--- config.mk ---
export PLATFORM = sky130hd
export DESIGN_NAME = cau_queue
export DESIGN_NICKNAME = d
export VERILOG_FILES = /design/src/hw/rtl/complex_arithmetic_unit_macros.svh /design/src/hw/rtl/cau_pkg.sv /design/src/hw/rtl/cau_queue.sv
export SDC_FILE = /design/constraint.sdc
export NUM_CORES = 1
export LEC_CHECK = 0
export ABC_AREA = 0
export BUFFER_PORTS_ARGS = -buffer_cell sky130_fd_sc_hd__clkbuf_2
export CORE_UTILIZATION = 60
export CTS_CLUSTER_SIZE = 28
export DETAILED_ROUTE_END_ITERATION = 8
export HOLD_SLACK_MARGIN = 0.06
export MAX_ROUTING_LAYER = met4
export PLACE_DENSITY = 0.89
export SYNTH_ARGS = -nofsm -noshare
export SYNTH_HDL_FRONTEND = slang
export SYNTH_SLANG_ARGS = --single-unit
--- constraint.sdc ---
create_clock -name clock -period 6.12 [get_ports clock]
set_input_delay 0.612 -clock clock [delete_from_list [all_inputs] [get_ports clock]]
set_output_delay 0.612 -clock clock [all_outputs]
set_load 0.02 [all_outputs]
--- src/hw/rtl/complex_arithmetic_unit_macros.svh ---
// Assertion macros for the complex arithmetic unit.
`ifndef COMPLEX_ARITHMETIC_UNIT_MACROS_SVH
`define COMPLEX_ARITHMETIC_UNIT_MACROS_SVH
`ifndef SYNTHESIS
`define CAU_ASSERT_IMPL(label, clk, rst, lhs, rhs) \
   label: assert property (@(posedge clk) disable iff (rst) (lhs) |-> (rhs)) \
      else $error("cau assertion failed");
`define CAU_ASSERT_NEXT(label, clk, rst, lhs, rhs) \
   label: assert property (@(posedge clk) disable iff (rst) (lhs) |=> (rhs)) \
      else $error("cau assertion failed");
`else
`define CAU_ASSERT_IMPL(label, clk, rst, lhs, rhs)
`define CAU_ASSERT_NEXT(label, clk, rst, lhs, rhs)
`endif
`endif

--- src/hw/rtl/cau_pkg.sv ---
// Types and codes shared by the complex arithmetic unit modules.
`default_nettype none
package cau_pkg;
   localparam int DATA_WIDTH = 16;
   localparam int SUM_WIDTH  = 2 * DATA_WIDTH + 2;
   localparam int DEN_WIDTH  = 2 * DATA_WIDTH + 1;

   localparam logic [2:0] CMD_ADD = 3'd0;
   localparam logic [2:0] CMD_SUB = 3'd1;
   localparam logic [2:0] CMD_MUL = 3'd2;
   localparam logic [2:0] CMD_DIV = 3'd3;
   localparam logic [2:0] CMD_MAG = 3'd4;
   localparam logic [2:0] CMD_NEG = 3'd5;

   localparam logic [1:0] ST_OK   = 2'd0;
   localparam logic [1:0] ST_SAT  = 2'd1;
   localparam logic [1:0] ST_DIV0 = 2'd2;

   typedef struct packed {
      logic [2:0]                   cmd;
      logic signed [DATA_WIDTH-1:0] left_real;
      logic signed [DATA_WIDTH-1:0] left_imag;
      logic signed [DATA_WIDTH-1:0] right_real;
      logic signed [DATA_WIDTH-1:0] right_imag;
   } req_type;

   typedef struct packed {
      logic signed [DATA_WIDTH-1:0] res_real;
      logic signed [DATA_WIDTH-1:0] res_imag;
      logic [1:0]                   status;
   } rsp_type;

   // prepared request between front and back
   typedef struct packed {
      logic [2:0]                  cmd;
      logic signed [SUM_WIDTH-1:0] s_real;
      logic signed [SUM_WIDTH-1:0] s_imag;
      logic [DEN_WIDTH-1:0]        den;
   } entry_type;
endpackage
`default_nettype wire

--- src/hw/rtl/cau_queue.sv ---
// Four-entry queue between front and back.
`default_nettype none
module cau_queue (
   input  wire logic               clock,
   input  wire logic               reset,
   input  wire logic               push,
   input  wire cau_pkg::entry_type din,
   input  wire logic               pop,
   output cau_pkg::entry_type      dout,
   output logic                    full,
   output logic                    empty
);
   localparam int DEPTH = 4;
   localparam int AW    = $clog2(DEPTH);

   cau_pkg::entry_type mem_ff [DEPTH];
   logic [AW-1:0] wr_ff, rd_ff;
   logic [AW:0]   cnt_ff;

   assign full  = (cnt_ff == (AW+1)'(DEPTH));
   assign empty = (cnt_ff == '0);
   assign dout  = mem_ff[rd_ff];

   always_ff @(posedge clock) begin
      if (reset) begin
         wr_ff  <= '0;
         rd_ff  <= '0;
         cnt_ff <= '0;
      end else begin
         if (push) wr_ff <= wr_ff + 1'b1;
         if (pop) rd_ff <= rd_ff + 1'b1;
         if (push && !pop) cnt_ff <= cnt_ff + 1'b1;
         else if (pop && !push) cnt_ff <= cnt_ff - 1'b1;
      end
      if (push) mem_ff[wr_ff] <= din;
   end
endmodule
`default_nettype wire

==> results.json <==
{
  "gp_congestion": 0.715,
  "synthFlopType": "edfxtp_1",
  "core_sq_um": 25300,
  "synth_nets": 702,
  "setup-violations-final": 0,
  "final_cell_count_no_fill": 1185,
  "clock_skew_ns": 0.0151,
  "synthArstFlopShare_pct": 0,
  "min_from": "din[77]",
  "p_seq_share_pct": 53.3,
  "max_slew.worst_pin.slew_ns": 1.03,
  "p_clk_share_pct": 36.2,
  "clk_path_buf_depth": 3,
  "timing.hold.ws_ns": 0.309,
  "tns_ns": 0,
  "crit_fanout": 62,
  "design_area_sq_um": 18000,
  "drc_errors": 0,
  "path_clk_slew_ns": 0.06,
  "avgSynthCellArea_sq_um": 26.3,
  "utilization_pct": 71.4,
  "wl_per_cell_um": 24.4,
  "yosysWarnings": 0,
  "synth_xor_area_share_pct": 0.283,
  "synth_top_family_by_area": "multiplexers",
  "synth_compound_area_share_pct": 0.0648,
  "die_y_um": 162,
  "synthTopCellsByCount": "edfxtp_1 (416), mux4_2 (104), buf_2 (11)",
  "tritoncts": "yes",
  "finalCriticalPeriod_ns": 3.39,
  "finalWirelength_mm": 29.0,
  "htreeDepth": 2,
  "synth_edf_count": 416,
  "synth-seq-cells": 425,
  "hpwl_mm": 16.6,
  "dieArea_sq_um": 26400,
  "drive_above_1_share_pct": 44.8,
  "synth_simple_gate_area_share_pct": 0.478,
  "area_delta_synth_final_pct": 16.6,
  "synth.most_common_cell": "edfxtp_1",
  "ys_seq_area_share_pct": 82.0,
  "power.switching_w": 0.00145,
  "cts-hold-fix-buffers": 0,
  "fin_crit_sh_pct": 55.3,
  "netlist_area_sq_um": 15500,
  "p_int_w": 0.00493,
  "comb_power_share_pct": 10.5,
  "hold_viol": 0,
  "irDropWorstVdd_v": 0.000326,
  "place_inst": 1113,
  "root_buffer": "clkbuf_16",
  "sw_frac_of_total_pct": 22.7,
  "final_antenna_net_count": 0,
  "placed_area_sq_um": 16800,
  "drt_first_iter_violations": 613,
  "maxSlewHeadroom_pct": 31.3,
  "firstDrtPassIters": 5,
  "regToRegStartpoint": "wr_ff[0]",
  "crit_path_start_kind": "register",
  "fmax_ghz": 0.295,
  "ys_top_cells_by_area": "edfxtp_1 (81%), mux4_2 (15%), dfxtp_1 (1.2%)",
  "rows": 58,
  "clk_latency_ns": 0.52,
  "outcome": "finished clean",
  "cts-buffers-inserted": 41,
  "powerDensity_nw_per_um2": 354,
  "cts_setup_buffers": 0,
  "hold_class": "in -> reg",
  "synthMuxAreaShare_pct": 15.3,
  "endpoint_kind": "output port",
  "yosysUniqueCellTypes": 21,
  "synth.top_cell.area_share_pct": 80.8,
  "first_global_vias": 7231,
  "num_vias": 6932,
  "cts.sinks": 425,
  "port_buffers": 213,
  "grt_pass1_wl_mm": 42.8,
  "syn_inst": 588,
  "ios": 214,
  "rsz0062_at_grt": "no",
  "cts_resized": 0,
  "worst-setup-path-type": "reg -> out",
  "total_leakage_power_nw": 6.11,
  "antenna_found_initial": 1,
  "grt_use_total_pct": 23.1,
  "grt-ovfl-total": 0,
  "synth-adder-area-share_pct": 0.534,
  "start_util_pct": 61.2,
  "max_cap_violations": 0,
  "drv_slew": 0,
  "yosysTopAreaCell": "edfxtp_1",
  "viasPerCell": 5.85,
  "crit_arrival_ns": 2.77,
  "nets": 940,
  "dieWidth_um": 162,
  "cp_data_required_time_ns": 5.51,
  "grt_start_max_net_pins": 67
}
==> stage by stage <==
| stage | total power, W | worst slack, ns |
|---|---|---|
| after floorplan | 0.00390 | 2.64 |
| after global placement | 0.00410 | 3.25 |
| after detailed placement | 0.00413 | 3.25 |
| after CTS | 0.00642 | 2.69 |
| after global routing | 0.00656 | 2.63 |
| final | 0.00637 | 2.73 |
==> layout make-up <==
type | instances | area (sq um)
fillers | 1472 | 7230
multi-input cells | 134 | 2580
clock inverters | 20 | 148
diodes | 1 | 2.50
flip-flops and latches | 425 | 12700
well taps | 330 | 413
clock buffers | 51 | 1060
repair buffers | 220 | 1120
inverters | 4 | 15.0
==> worst max-delay path, cell delays in order (launching register included) <==
cell and delay, ns:
dfxtp_4 0.96, buf_4 0.64, mux4_2 0.43, clkbuf_2 0.18
==> routing by layer <==
metal | global-route usage, % | part of all wire [%] | vias up
met5 | - | 0 | -
met4 | 5.32 | 1.7 | 0
met3 | 6.16 | 8.7 | 46
met2 | 37.8 | 51 | 305
met1 | 29.3 | 38 | 3571
li1 | - | - | 3010
==> sequential cells by signal, summed over array words and instances, names as in the netlist, named ones only <==
name	cells
wr_ff	2
rd_ff	2
mem_ff	416
cnt_ff	3
==> path summary, 6_finish.rpt <==
check	end	slack [ns]	depth (start not counted)
max	dout[40]	2.73	3
min	mem_ff[0][77]	0.31	1
max reg2reg	mem_ff[0][98]	3.67	4
min reg2reg	cnt_ff[2]	0.51	2
==> cell families after synthesis <==
| family | count (synthesis) |
|---|---|
| xor gates and xnor gates | 5 |
| muxes | 106 |
| AOI/OAI and AO/OA | 2 |
| buffers and inverters | 29 |
| adders and majority gates | 6 |
| and+or+nand+nor | 15 |
| DFF | 425 |
==> placed cells by master, fill, tap and decap left out <==
cell	n
clkbuf_16	41
ha_1	5
inv_1	4
clkinv_1	8
a21oi_1	1
nand2_1	1
or3_1	1
mux2i_1	2
clkinv_4	2
bufinv_16	2
buf_4	7
dfxtp_4	2
nor2_1	7
mux4_2	104
xnor2_1	2
xor2_1	3
fa_1	1
nor3b_1	1
clkinv_2	8
o21ai_0	1
diode_2	1
dfxtp_1	7
clkbuf_2	213
nor3_1	1
and2_4	4
clkbuf_1	10
edfxtp_1	416
==> power by group through the flow <==
stage / registers [W] / logic (W) / clock network, W
floorplan: 0.00344 / 0.000459 / 0
global placement: 0.00345 / 0.000656 / 0
detailed placement: 0.00346 / 0.000672 / 0
CTS: 0.00340 / 0.000679 / 0.00234
global route: 0.00341 / 0.000711 / 0.00244
finish: 0.00340 / 0.000667 / 0.00231
Note: power is estimated with default switching activity, not from simulation.
