`src/hw/rtl/complex_arithmetic_unit_macros.svh`:
```
// Assertion macros for the complex arithmetic unit.
`ifndef COMPLEX_ARITHMETIC_UNIT_MACROS_SVH
`define COMPLEX_ARITHMETIC_UNIT_MACROS_SVH
`ifndef SYNTHESIS
`define CAU_ASSERT_IMPL(label, clk, rst, lhs, rhs) \
   label: assert property (@(posedge clk) disable iff (rst) (lhs) |-> (rhs)) \
      else $error("cau assertion failed");
`define CAU_ASSERT_NEXT(label, clk, rst, lhs, rhs) \
   label: assert property (@(posedge clk) disable iff (rst) (lhs) |=> (rhs)) \
      else $error("cau assertion failed");
`else
`define CAU_ASSERT_IMPL(label, clk, rst, lhs, rhs)
`define CAU_ASSERT_NEXT(label, clk, rst, lhs, rhs)
`endif
`endif

```
`src/hw/rtl/cau_pkg.sv`:
```
// Types and codes shared by the complex arithmetic unit modules.
`default_nettype none
package cau_pkg;
   localparam int DATA_WIDTH = 16;
   localparam int SUM_WIDTH  = 2 * DATA_WIDTH + 2;
   localparam int DEN_WIDTH  = 2 * DATA_WIDTH + 1;

   localparam logic [2:0] CMD_ADD = 3'd0;
   localparam logic [2:0] CMD_SUB = 3'd1;
   localparam logic [2:0] CMD_MUL = 3'd2;
   localparam logic [2:0] CMD_DIV = 3'd3;
   localparam logic [2:0] CMD_MAG = 3'd4;
   localparam logic [2:0] CMD_NEG = 3'd5;

   localparam logic [1:0] ST_OK   = 2'd0;
   localparam logic [1:0] ST_SAT  = 2'd1;
   localparam logic [1:0] ST_DIV0 = 2'd2;

   typedef struct packed {
      logic [2:0]                   cmd;
      logic signed [DATA_WIDTH-1:0] left_real;
      logic signed [DATA_WIDTH-1:0] left_imag;
      logic signed [DATA_WIDTH-1:0] right_real;
      logic signed [DATA_WIDTH-1:0] right_imag;
   } req_type;

   typedef struct packed {
      logic signed [DATA_WIDTH-1:0] res_real;
      logic signed [DATA_WIDTH-1:0] res_imag;
      logic [1:0]                   status;
   } rsp_type;

   // prepared request between front and back
   typedef struct packed {
      logic [2:0]                  cmd;
      logic signed [SUM_WIDTH-1:0] s_real;
      logic signed [SUM_WIDTH-1:0] s_imag;
      logic [DEN_WIDTH-1:0]        den;
   } entry_type;
endpackage
`default_nettype wire

```
`src/hw/rtl/cau_back.sv`:
```
// Back end: saturation, shared divide and square-root iteration, result register.
`default_nettype none
module cau_back #(
   parameter int FRAC_BITS = 8
) (
   input  wire logic               clock,
   input  wire logic               reset,
   input  wire logic               in_valid,
   input  wire cau_pkg::entry_type in_entry,
   output logic                    in_pop,
   output logic                    rsp_valid,
   input  wire logic               rsp_ready,
   output cau_pkg::rsp_type        rsp
);
   localparam int W  = cau_pkg::DATA_WIDTH;
   localparam int SW = cau_pkg::SUM_WIDTH;
   localparam int DW = cau_pkg::DEN_WIDTH;
   localparam int NW = 2 * W + FRAC_BITS;
   localparam int CW = $clog2(NW + 1);
   localparam logic signed [SW-1:0] POS_S = SW'((64'sd1 <<< (W - 1)) - 64'sd1);
   localparam logic signed [SW-1:0] NEG_S = -POS_S - SW'(1);
   localparam logic [W:0] POS_M = (W+1)'((64'd1 << (W - 1)) - 64'd1);
   localparam logic [W:0] NEG_M = (W+1)'(64'd1 << (W - 1));

   function automatic logic [W:0] sat_s(input logic signed [SW-1:0] v);
      logic [W:0] r;
      if (v > POS_S) r = {1'b1, POS_S[W-1:0]};
      else if (v < NEG_S) r = {1'b1, NEG_S[W-1:0]};
      else r = {1'b0, v[W-1:0]};
      return r;
   endfunction

   function automatic logic [W:0] sat_m(input logic neg, input logic [W:0] q, input logic big);
      logic [W:0] r;
      logic [W:0] nq;
      nq = ~q + 1'b1;
      if (!neg) r = (big || q > POS_M) ? {1'b1, POS_M[W-1:0]} : {1'b0, q[W-1:0]};
      else r = (big || q > NEG_M) ? {1'b1, NEG_M[W-1:0]} : {1'b0, nq[W-1:0]};
      return r;
   endfunction

   logic              busy_ff, busy_in, div_ff, div_in, nr_ff, nr_in, ni_ff, ni_in;
   logic              bigr_ff, bigr_in, bigi_ff, bigi_in;
   logic [CW-1:0]     cnt_ff, cnt_in;
   logic [DW-1:0]     den_ff, den_in;
   logic [NW-1:0]     nmr_ff, nmr_in, nmi_ff, nmi_in;
   logic [DW:0]       rr_ff, rr_in, ri_ff, ri_in, tr, ti, trial;
   logic [W:0]        qr_ff, qr_in, qi_ff, qi_in;
   logic              rsp_valid_ff, rsp_valid_in;
   cau_pkg::rsp_type  rsp_ff, rsp_in;
   logic              out_free, fin, head_iter;
   logic [W:0]        sr, si;
   logic [SW-1:0]     mag_r, mag_i;
   logic signed [SW-1:0] shr, shi;

   assign out_free  = !rsp_valid_ff || rsp_ready;
   assign fin       = busy_ff && (cnt_ff == '0);
   assign head_iter = (in_entry.cmd == cau_pkg::CMD_MAG) ||
                      ((in_entry.cmd == cau_pkg::CMD_DIV) && (in_entry.den != '0));
   assign mag_r = in_entry.s_real[SW-1] ? -in_entry.s_real : in_entry.s_real;
   assign mag_i = in_entry.s_imag[SW-1] ? -in_entry.s_imag : in_entry.s_imag;
   assign shr   = in_entry.s_real >>> FRAC_BITS;
   assign shi   = in_entry.s_imag >>> FRAC_BITS;

   always_comb begin
      busy_in = busy_ff; div_in = div_ff; nr_in = nr_ff; ni_in = ni_ff;
      bigr_in = bigr_ff; bigi_in = bigi_ff; cnt_in = cnt_ff; den_in = den_ff;
      nmr_in = nmr_ff; nmi_in = nmi_ff; rr_in = rr_ff; ri_in = ri_ff;
      qr_in = qr_ff; qi_in = qi_ff;
      rsp_valid_in = rsp_valid_ff && !rsp_ready;
      rsp_in = rsp_ff;
      in_pop = 1'b0;
      sr = '0; si = '0;
      tr = '0; ti = '0; trial = '0;

      if (busy_ff && cnt_ff != '0) begin
         cnt_in = cnt_ff - 1'b1;
         if (div_ff) begin
            tr = {rr_ff[DW-1:0], nmr_ff[NW-1]};
            ti = {ri_ff[DW-1:0], nmi_ff[NW-1]};
            nmr_in = nmr_ff << 1;
            nmi_in = nmi_ff << 1;
            bigr_in = bigr_ff | qr_ff[W];
            bigi_in = bigi_ff | qi_ff[W];
            if (tr >= {1'b0, den_ff}) begin
               rr_in = tr - {1'b0, den_ff};
               qr_in = {qr_ff[W-1:0], 1'b1};
            end else begin
               rr_in = tr;
               qr_in = {qr_ff[W-1:0], 1'b0};
            end
            if (ti >= {1'b0, den_ff}) begin
               ri_in = ti - {1'b0, den_ff};
               qi_in = {qi_ff[W-1:0], 1'b1};
            end else begin
               ri_in = ti;
               qi_in = {qi_ff[W-1:0], 1'b0};
            end
         end else begin
            tr    = {rr_ff[DW-2:0], nmr_ff[NW-1:NW-2]};
            trial = (DW+1)'({qr_ff, 2'b01});
            nmr_in = nmr_ff << 2;
            if (tr >= trial) begin
               rr_in = tr - trial;
               qr_in = {qr_ff[W-1:0], 1'b1};
            end else begin
               rr_in = tr;
               qr_in = {qr_ff[W-1:0], 1'b0};
            end
         end
      end

      if (fin) begin
         if (out_free) begin
            if (div_ff) begin
               sr = sat_m(nr_ff, qr_ff, bigr_ff);
               si = sat_m(ni_ff, qi_ff, bigi_ff);
            end else begin
               sr = sat_m(1'b0, qr_ff, 1'b0);
            end
            rsp_in.res_real = sr[W-1:0];
            rsp_in.res_imag = si[W-1:0];
            rsp_in.status   = (sr[W] | si[W]) ? cau_pkg::ST_SAT : cau_pkg::ST_OK;
            rsp_valid_in    = 1'b1;
            busy_in         = 1'b0;
         end
      end else if (in_valid && !busy_ff && !head_iter) begin
         if (out_free) begin
            in_pop = 1'b1;
            rsp_in.status = cau_pkg::ST_OK;
            case (in_entry.cmd)
               cau_pkg::CMD_ADD, cau_pkg::CMD_SUB, cau_pkg::CMD_NEG: begin
                  sr = sat_s(in_entry.s_real);
                  si = sat_s(in_entry.s_imag);
               end
               cau_pkg::CMD_MUL: begin
                  sr = sat_s(shr);
                  si = sat_s(shi);
               end
               cau_pkg::CMD_DIV: rsp_in.status = cau_pkg::ST_DIV0;
               default: ;
            endcase
            rsp_in.res_real = sr[W-1:0];
            rsp_in.res_imag = si[W-1:0];
            if (sr[W] | si[W]) rsp_in.status = cau_pkg::ST_SAT;
            rsp_valid_in = 1'b1;
         end
      end else if (in_valid && !busy_ff) begin
         in_pop  = 1'b1;
         busy_in = 1'b1;
         div_in  = (in_entry.cmd == cau_pkg::CMD_DIV);
         den_in  = in_entry.den;
         nr_in   = in_entry.s_real[SW-1];
         ni_in   = in_entry.s_imag[SW-1];
         bigr_in = 1'b0;
         bigi_in = 1'b0;
         rr_in   = '0;
         ri_in   = '0;
         qr_in   = '0;
         qi_in   = '0;
         nmi_in  = NW'(mag_i[2*W-1:0]) << FRAC_BITS;
         if (in_entry.cmd == cau_pkg::CMD_DIV) begin
            nmr_in = NW'(mag_r[2*W-1:0]) << FRAC_BITS;
            cnt_in = CW'(NW);
         end else begin
            nmr_in = NW'(in_entry.den[2*W-1:0]) << FRAC_BITS;
            cnt_in = CW'(W);
         end
      end
   end

   always_ff @(posedge clock) begin
      if (reset) begin
         busy_ff      <= 1'b0;
         cnt_ff       <= '0;
         rsp_valid_ff <= 1'b0;
      end else begin
         busy_ff      <= busy_in;
         cnt_ff       <= cnt_in;
         rsp_valid_ff <= rsp_valid_in;
      end
      div_ff  <= div_in;
      nr_ff   <= nr_in;
      ni_ff   <= ni_in;
      bigr_ff <= bigr_in;
      bigi_ff <= bigi_in;
      den_ff  <= den_in;
      nmr_ff  <= nmr_in;
      nmi_ff  <= nmi_in;
      rr_ff   <= rr_in;
      ri_ff   <= ri_in;
      qr_ff   <= qr_in;
      qi_ff   <= qi_in;
      rsp_ff  <= rsp_in;
   end

   assign rsp_valid = rsp_valid_ff;
   assign rsp       = rsp_ff;
endmodule
`default_nettype wire

```
`config.mk`:
```
export PLATFORM = sky130hd
export DESIGN_NAME = cau_back
export DESIGN_NICKNAME = d
export VERILOG_FILES = /design/src/hw/rtl/complex_arithmetic_unit_macros.svh /design/src/hw/rtl/cau_pkg.sv /design/src/hw/rtl/cau_back.sv
export SDC_FILE = /design/constraint.sdc
export NUM_CORES = 1
export LEC_CHECK = 0
export BUFFER_PORTS_ARGS = -buffer_cell sky130_fd_sc_hd__buf_2
export CORE_MARGIN = 4
export CORE_UTILIZATION = 45
export DETAILED_ROUTE_END_ITERATION = 8
export PLACE_DENSITY = 0.74
export SLEW_MARGIN = 15
export SYNTH_ARGS = -nofsm -noshare
export SYNTH_HDL_FRONTEND = slang
export SYNTH_SLANG_ARGS = --single-unit
```
`constraint.sdc`:
```
create_clock -name clock -period 3.9 [get_ports clock]
set_input_delay 0.78 -clock clock [delete_from_list [all_inputs] [get_ports clock]]
set_output_delay 0.78 -clock clock [all_outputs]
set_load 0.02 [all_outputs]
```
==> results of run 1 <==
==> routing by layer <==
layer  up-vias  wire (um)  GRT usage [%]
met3       168       4902          5.569
met2       772      30150          44.70
met5         -        136              0
li1       9267          -              -
met1      9268      26840          33.52
met4        24       2621          9.445
==> power breakdown <==
part	leakage, uW	switching (uW)	total (uW)	internal, uW
sequential	0.00222	358	3530	3170
combinational	0.00620	2740	4610	1860
clock	0.000518	1210	2970	1760
==> cells by family after synthesis <==
group	after synthesis	share of synthesized area [%]
simple gates	835	20.22
buf+inv	257	5.274
fa+ha+maj	94	6.230
flops	260	30.89
mux	72	3.782
xor+xnor	146	6.688
compound gates	815	26.92
==> cell type report <==
| type | instances | area [um2] | share of cell area (%) |
|---|---|---|---|
| timing repair buffer | 201 | 1226 | 5.701 |
| multi-input combinational | 1962 | 12270 | 57.06 |
| antenna | 9 | 22.52 | 0.1047 |
| tap | 539 | 674.4 | 3.136 |
| inverter | 97 | 366.6 | 1.704 |
| clock buffer | 45 | 920.9 | 4.282 |
| sequential | 260 | 5906 | 27.46 |
| clock inverter | 11 | 120.1 | 0.5585 |
==> how the worst min path moves through the flow <==
| stage | startpoint | to | slack, ns |
|---|---|---|---|
| 4_1_cts | in_entry[32] | den_ff[32] | 0.39 |
| 5_1_grt | in_entry[32] | den_ff[32] | 0.39 |
| 2_1_floorplan | nmi_ff[0] | nmi_ff[1] | 0.43 |
| 3_3_place_gp | nmi_ff[1] | nmi_ff[2] | 0.44 |
| 3_5_place_dp | nmi_ff[0] | nmi_ff[1] | 0.45 |
| 6_report | in_entry[32] | den_ff[32] | 0.41 |
==> flip-flops by register name, indices dropped and copies added (netlist names) <==
| name | count |
|---|---|
| bigr_ff | 1 |
| qi_ff | 17 |
| div_ff | 1 |
| rr_ff | 33 |
| ni_ff | 1 |
| qr_ff | 17 |
| nmr_ff | 40 |
| bigi_ff | 1 |
| cnt_ff | 6 |
| nr_ff | 1 |
| ri_ff | 33 |
| busy_ff | 1 |
| rsp | 34 |
| den_ff | 33 |
| rsp_valid | 1 |
| nmi_ff | 40 |
==> layout by cell type, fill, tap and decap left out, drive strengths merged, types with 26 or more instances in the layout <==
master  count
nand2     306
a21oi     245
buf       201
nor2      199
dfxtp     190
o21ai     182
inv        98
ha         92
nand3      80
xnor2      80
mux2i      70
edfxtp     70
xor2       66
a211oi     48
nor3       45
clkbuf     45
nand4      42
a31oi      42
o22ai      40
a21o       34
o31ai      29
nor4       28
o211ai     26
==> stage by stage <==
step	instances	util (%)	power, uW
2_1_floorplan	2479	-	6890
3_3_place_gp	3059	48.74	7982
3_5_place_dp	3059	48.74	8073
4_1_cts	3115	51.22	11060
5_1_grt	3120	51.25	11740
6_report	3124	51.28	11110
==> worst max-delay path: cells and delay by family, from the launching register on <==
family                     cells  cell delay (ns)
and+or+nand+nor                6             1.68
adders and majority gates      1             0.42
AOI/OAI and AO/OA              3             0.87
DFF                            1             0.44
buffers and inverters          1             0.16
==> impl_metrics.tcl, run 1 <==
set metrics [dict create \
    crit_end "rr_ff[29]" \
    crit_arrival_ns 4.17 \
    synth_edf_count 70 \
    syn2layout_area_growth_pct 12.49 \
    dpl_worst_slack_ns 0.2928 \
    yosys_warnings 0 \
    r2r-start "qr_ff[11]" \
    antenna_found_initial 20 \
    yosys_register_bits 260 \
    numCtsBuffers 30 \
    drcViolationCount 0 \
    hold_viol_final 0 \
    maxCapViolations 0 \
    cpPeakStageDelay_ns 0.45 \
    r2r_setup_slack_ns 0.23 \
    yosysMostFrequentCell "nand2_1" \
    die_h_um 214.1 \
    r2r_cells 11 \
    cts.reportedPaths.clkPinSlew_ns 0.07 \
    first_iter_violations 1642 \
    start_util_pct 45.58 \
    p_leak_uw 0.008937 \
    overflow 0 \
    synth.area.top_cells "dfxtp_1, edfxtp_1, a21oi_1, ha_1, nand2_1" \
    viasPerCell 6.242 \
    drive_gt1_share_pct 11.06 \
    grt_pass1_vias 18391 \
    syn_inst 2479 \
    synthTopCellsByCount "nand2_1, a21oi_1, nor2_1" \
    powerDensity_nw_per_um2 516.4 \
    synth_area_leader_cell "dfxtp_1" \
    clockRootBuffer "clkbuf_16" \
    worstSetupEndpointType "register" \
    min_path_cells 1 \
    die-width_um 214.1 \
    cts-resized-gates 0 \
    row_count 75 \
    routedWlPerCell_um 20.69 \
    synth-async-reset-ratio_pct 0 \
    holdWs_ns 0.4069 \
    critPathLaunch "qr_ff[11]" \
    die_area_um2 45850 \
    ant_nets 0 \
    clk_latency_ns 0.59 \
    critPathRequiredTime_ns 4.40 \
    gp_congestion 0.9906 \
    post-dp-hpwl_um 48320 \
    startpoint_type "register" \
    design_area_um2 21510 \
    grt_pass1_wl_um 100500 \
    fmax_mhz 272.1 \
    dr.pass1.iters 5 \
    yosysTopAreaCellShare_pct 19.89 \
    rr_endpoint "rr_ff[29]" \
    run_status "finished, final reports clean" \
    tns_ns 0 \
    setup_viol_count_final 0 \
    fin_crit_sh_pct 94.23 \
    clock_path_buffers 3 \
    syn_area_per_cell_um2 7.713 \
    rsz0062_at_grt "false" \
    yosysSeqAreaShare_pct 30.89 \
    portBuffers 143 \
    finalNetCount 2754 \
    core_area_um2 41950 \
    io-pin-count 144 \
    ctsHoldBuffers 0 \
    placed_area_um2 20440 \
    cts_setup_buffers 0 \
    finalMaxSlewViolations 0 \
    cts_tree "built" \
    clock_sinks 260 \
    netlist_area_um2 19120 \
    worstPathCellList "inv_1, ha_1, nand2_1, nor2_1, nand4_1, a21oi_1, or2_1, nand4b_1, o31ai_1, o41ai_1, nor3_1" \
    synth_nets 2681 \
    grt_max_degree 75 \
    worst_pin_slew_ns 1.019 \
    cp_slowest_cell "or2_1" \
    hold_class "in2reg" \
    vias 19499 \
    post-route-min-period_ns 3.675 \
    num-fill-cells 4076 \
    ys.flop_type "dfxtp_1" \
    routed_wl_um 64650 \
    gr-usage-all-layers_pct 26.43 \
    finalClockSkew_ns 0.01794 \
    path_max_fanout 9 \
    setup_slack_ns 0.2251 \
    htreeDepth 1 \
    ir_drop_mv 0.3511 \
    relSlewSlack_pct 31.82 \
    synth_cell_type_count 79 \
    worstSetupPathType "reg2reg" \
]
No activity file was read; power rests on OpenSTA's default activity.
==> run 2: changes to the inputs <==
Settings changed: ABC_AREA set to 1, PLACE_DENSITY 0.74 to 0.73.
==> impl_metrics.tcl, run 2 <==
set metrics [dict create \
    worst_pin_slew_ns 0.7961 \
    power_frac_comb_pct 57.2 \
    run_status "finished, final reports clean" \
    synth_area_leader_cell "nand2_1" \
    io-pin-count 144 \
    ctsHoldBuffers 0 \
    syn2layout_area_growth_pct 9.906 \
    gp_congestion 0.9984 \
    synth_top_family_by_area "simple AND/OR/NAND/NOR gates" \
    p_leak_uw 0.01268 \
    synth_edf_count 70 \
    swShare_pct 49.67 \
    cp.depth 10 \
    crit_buf_inv 3 \
    seq_power_share_pct 24.2 \
    powerDensity_nw_per_um2 618.6 \
    drive_gt1_share_pct 7.924 \
    cpPeakStageDelay_ns 0.27 \
    net-switching-power_uw 7743 \
    synth-simple-area-share_pct 41.68 \
    ys.flop_type "dfxtp_1" \
    routed_wl_um 77690 \
    vias 25043 \
    drcViolationCount 0 \
    yosys_warnings 0 \
    maxCapViolations 0 \
    r2r_cells 15 \
    worstSetupEndpointType "output pin" \
    synthTopCellsByCount "nand2_1, inv_1, nor2_1" \
    synth-async-reset-ratio_pct 0 \
    cts_tree "built" \
    post-dp-hpwl_um 60500 \
    worstSetupPathType "in2out" \
    final_cell_mix "nand2_1, inv_1, nor2_1, nand3_1, dfxtp_1" \
    final_common_cell "nand2_1" \
    finalMaxSlewViolations 0 \
    rsz0062_at_grt "false" \
    clkPwrFrac_pct 18.6 \
    numCtsBuffers 31 \
    grt_pass1_wl_um 122100 \
    relSlewSlack_pct 46.60 \
    crit_arrival_ns 2.43 \
    fmax_mhz 311.4 \
    gr-usage-all-layers_pct 27.62 \
    syn_inst 3849 \
    clock_sinks 260 \
    syn_area_per_cell_um2 5.956 \
    utilization_pct 50.12 \
    grt_max_degree 111 \
    cts.reportedPaths.clkPinSlew_ns 0.06 \
    synth_compound_area_share_pct 12.57 \
    cp_top_family "simple AND/OR/NAND/NOR gates" \
    die_h_um 233.7 \
    cts_setup_buffers 0 \
    overflow 0 \
    cts-resized-gates 0 \
    antenna_found_initial 20 \
    hold_viol_final 0 \
    hold_class "in2reg" \
    muxShareOfSynthArea_pct 0 \
    clk_latency_ns 0.62 \
    finalClockSkew_ns 0.02431 \
    post-route-min-period_ns 3.212 \
    die-width_um 233.7 \
    htreeDepth 1 \
    row_count 82 \
    startpoint_type "input pin" \
    fin_crit_sh_pct 82.35 \
    setup_viol_count_final 0 \
    critPathRequiredTime_ns 3.12 \
    yosysTopAreaCellShare_pct 22.04 \
    first_iter_violations 2542 \
    path_max_fanout 4 \
    routedWlPerCell_um 16.77 \
    netlist_area_um2 22930 \
    synth_nets 4053 \
    synthAdderAreaFrac_pct 5.305 \
    ant_nets 0 \
    cp_slowest_cell "nor3_1" \
    yosys_register_bits 260 \
    start_util_pct 45.60 \
    grt_pass1_vias 22759 \
    finalNetCount 4130 \
    portBuffers 143 \
    worst_path_most_repeated_cell "nand2_1" \
    viasPerCell 5.407 \
    yosysMostFrequentCell "nand2_1" \
    synth_xor_area_share_pct 3.133 \
    core_area_um2 50270 \
    clockRootBuffer "clkbuf_16" \
    dr.pass1.iters 6 \
    die_area_um2 54620 \
    worstPathCellList "buf_2, nor2_1, nand2_1, nor3_1, nand4_1, nand2_1, nand2_1, o21ai_0, inv_1, buf_2" \
    tns_ns 0 \
    clock_path_buffers 3 \
    p_int_uw 7844 \
    synth_cell_type_count 57 \
    yosysSeqAreaShare_pct 25.76 \
    min_path_cells 1 \
    ir_drop_mv 0.3892 \
    synth.area.top_cells "nand2_1, dfxtp_1, edfxtp_1, inv_1, nand3_1" \
]
run 2: cell count changes in the layout (fill, tap and decap cells not counted), sizes merged, moves of 27 or more:
| cell | delta |
|---|---|
| nand2 | +1062 |
| inv | +429 |
| a21oi | -80 |
| xnor2 | -48 |
| nand3b | +45 |
| a21o | -32 |
| a31oi | -27 |
| nand3 | +213 |
| mux2i | -70 |
| a211oi | -41 |
| nor2 | +178 |
run 2: worst paths after layout:
path                     start    endpoint  slack, ns
setup / recovery  in_entry[26]      in_pop       0.69
setup reg to reg    nmr_ff[39]    rr_ff[6]       0.87
hold / removal    in_entry[25]  den_ff[25]       0.38
hold reg to reg      nmi_ff[0]   nmi_ff[0]       0.45
run 2: cells by family (layout without fill, tap and decap cells):
group	after synthesis	after routing
compound gates	500	500
xor+xnor	82	82
fa+ha+maj	96	96
buf+inv	665	766
flops	260	260
other cells	0	10
simple gates	2246	2246
run 2: routing by layer:
metal  routed length (um)  track usage, %  up-vias
met5                  118               0        -
met4                 2961           9.618       20
met3                 6664           5.171      177
met2                34740           44.74     1024
met1                33200           36.93    11264
li1                     -               -    12558
run 2: power by group through the flow:
stage / clock, uW / combinational, uW / sequential, uW
after floorplan: 0 / 6670 / 3730
after global placement: 0 / 8610 / 3820
after detailed placement: 0 / 8690 / 3820
after CTS: 2940 / 8750 / 3770
after global routing: 3040 / 9990 / 3830
final: 2900 / 8910 / 3780
run 2: per-stage QoR:
step / std cells / setup slack [ns] / power (uW) / area [um2] / hold slack, ns
2_1_floorplan: 3849 / 0.3450 / 10400 / 22930 / 0.4246
3_3_place_gp: 4565 / 0.7644 / 12430 / 24170 / 0.4370
3_5_place_dp: 4565 / 0.7166 / 12520 / 24170 / 0.4376
4_1_cts: 4622 / 0.7124 / 15460 / 25170 / 0.3639
5_1_grt: 4627 / 0.5611 / 16860 / 25180 / 0.3755
6_report: 4632 / 0.6884 / 15590 / 25200 / 0.3846
run 2: final cells by class:
class,count,area [um2]
Timing Repair Buffer,176,1013
Antenna cell,10,25.02
Sequential cell,260,5906
Multi-Input combinational cell,2924,14400
Clock inverter,5,47.55
Fill cell,5370,25080
Clock buffer,52,957.2
Inverter,533,2006
Tap cell,672,840.8
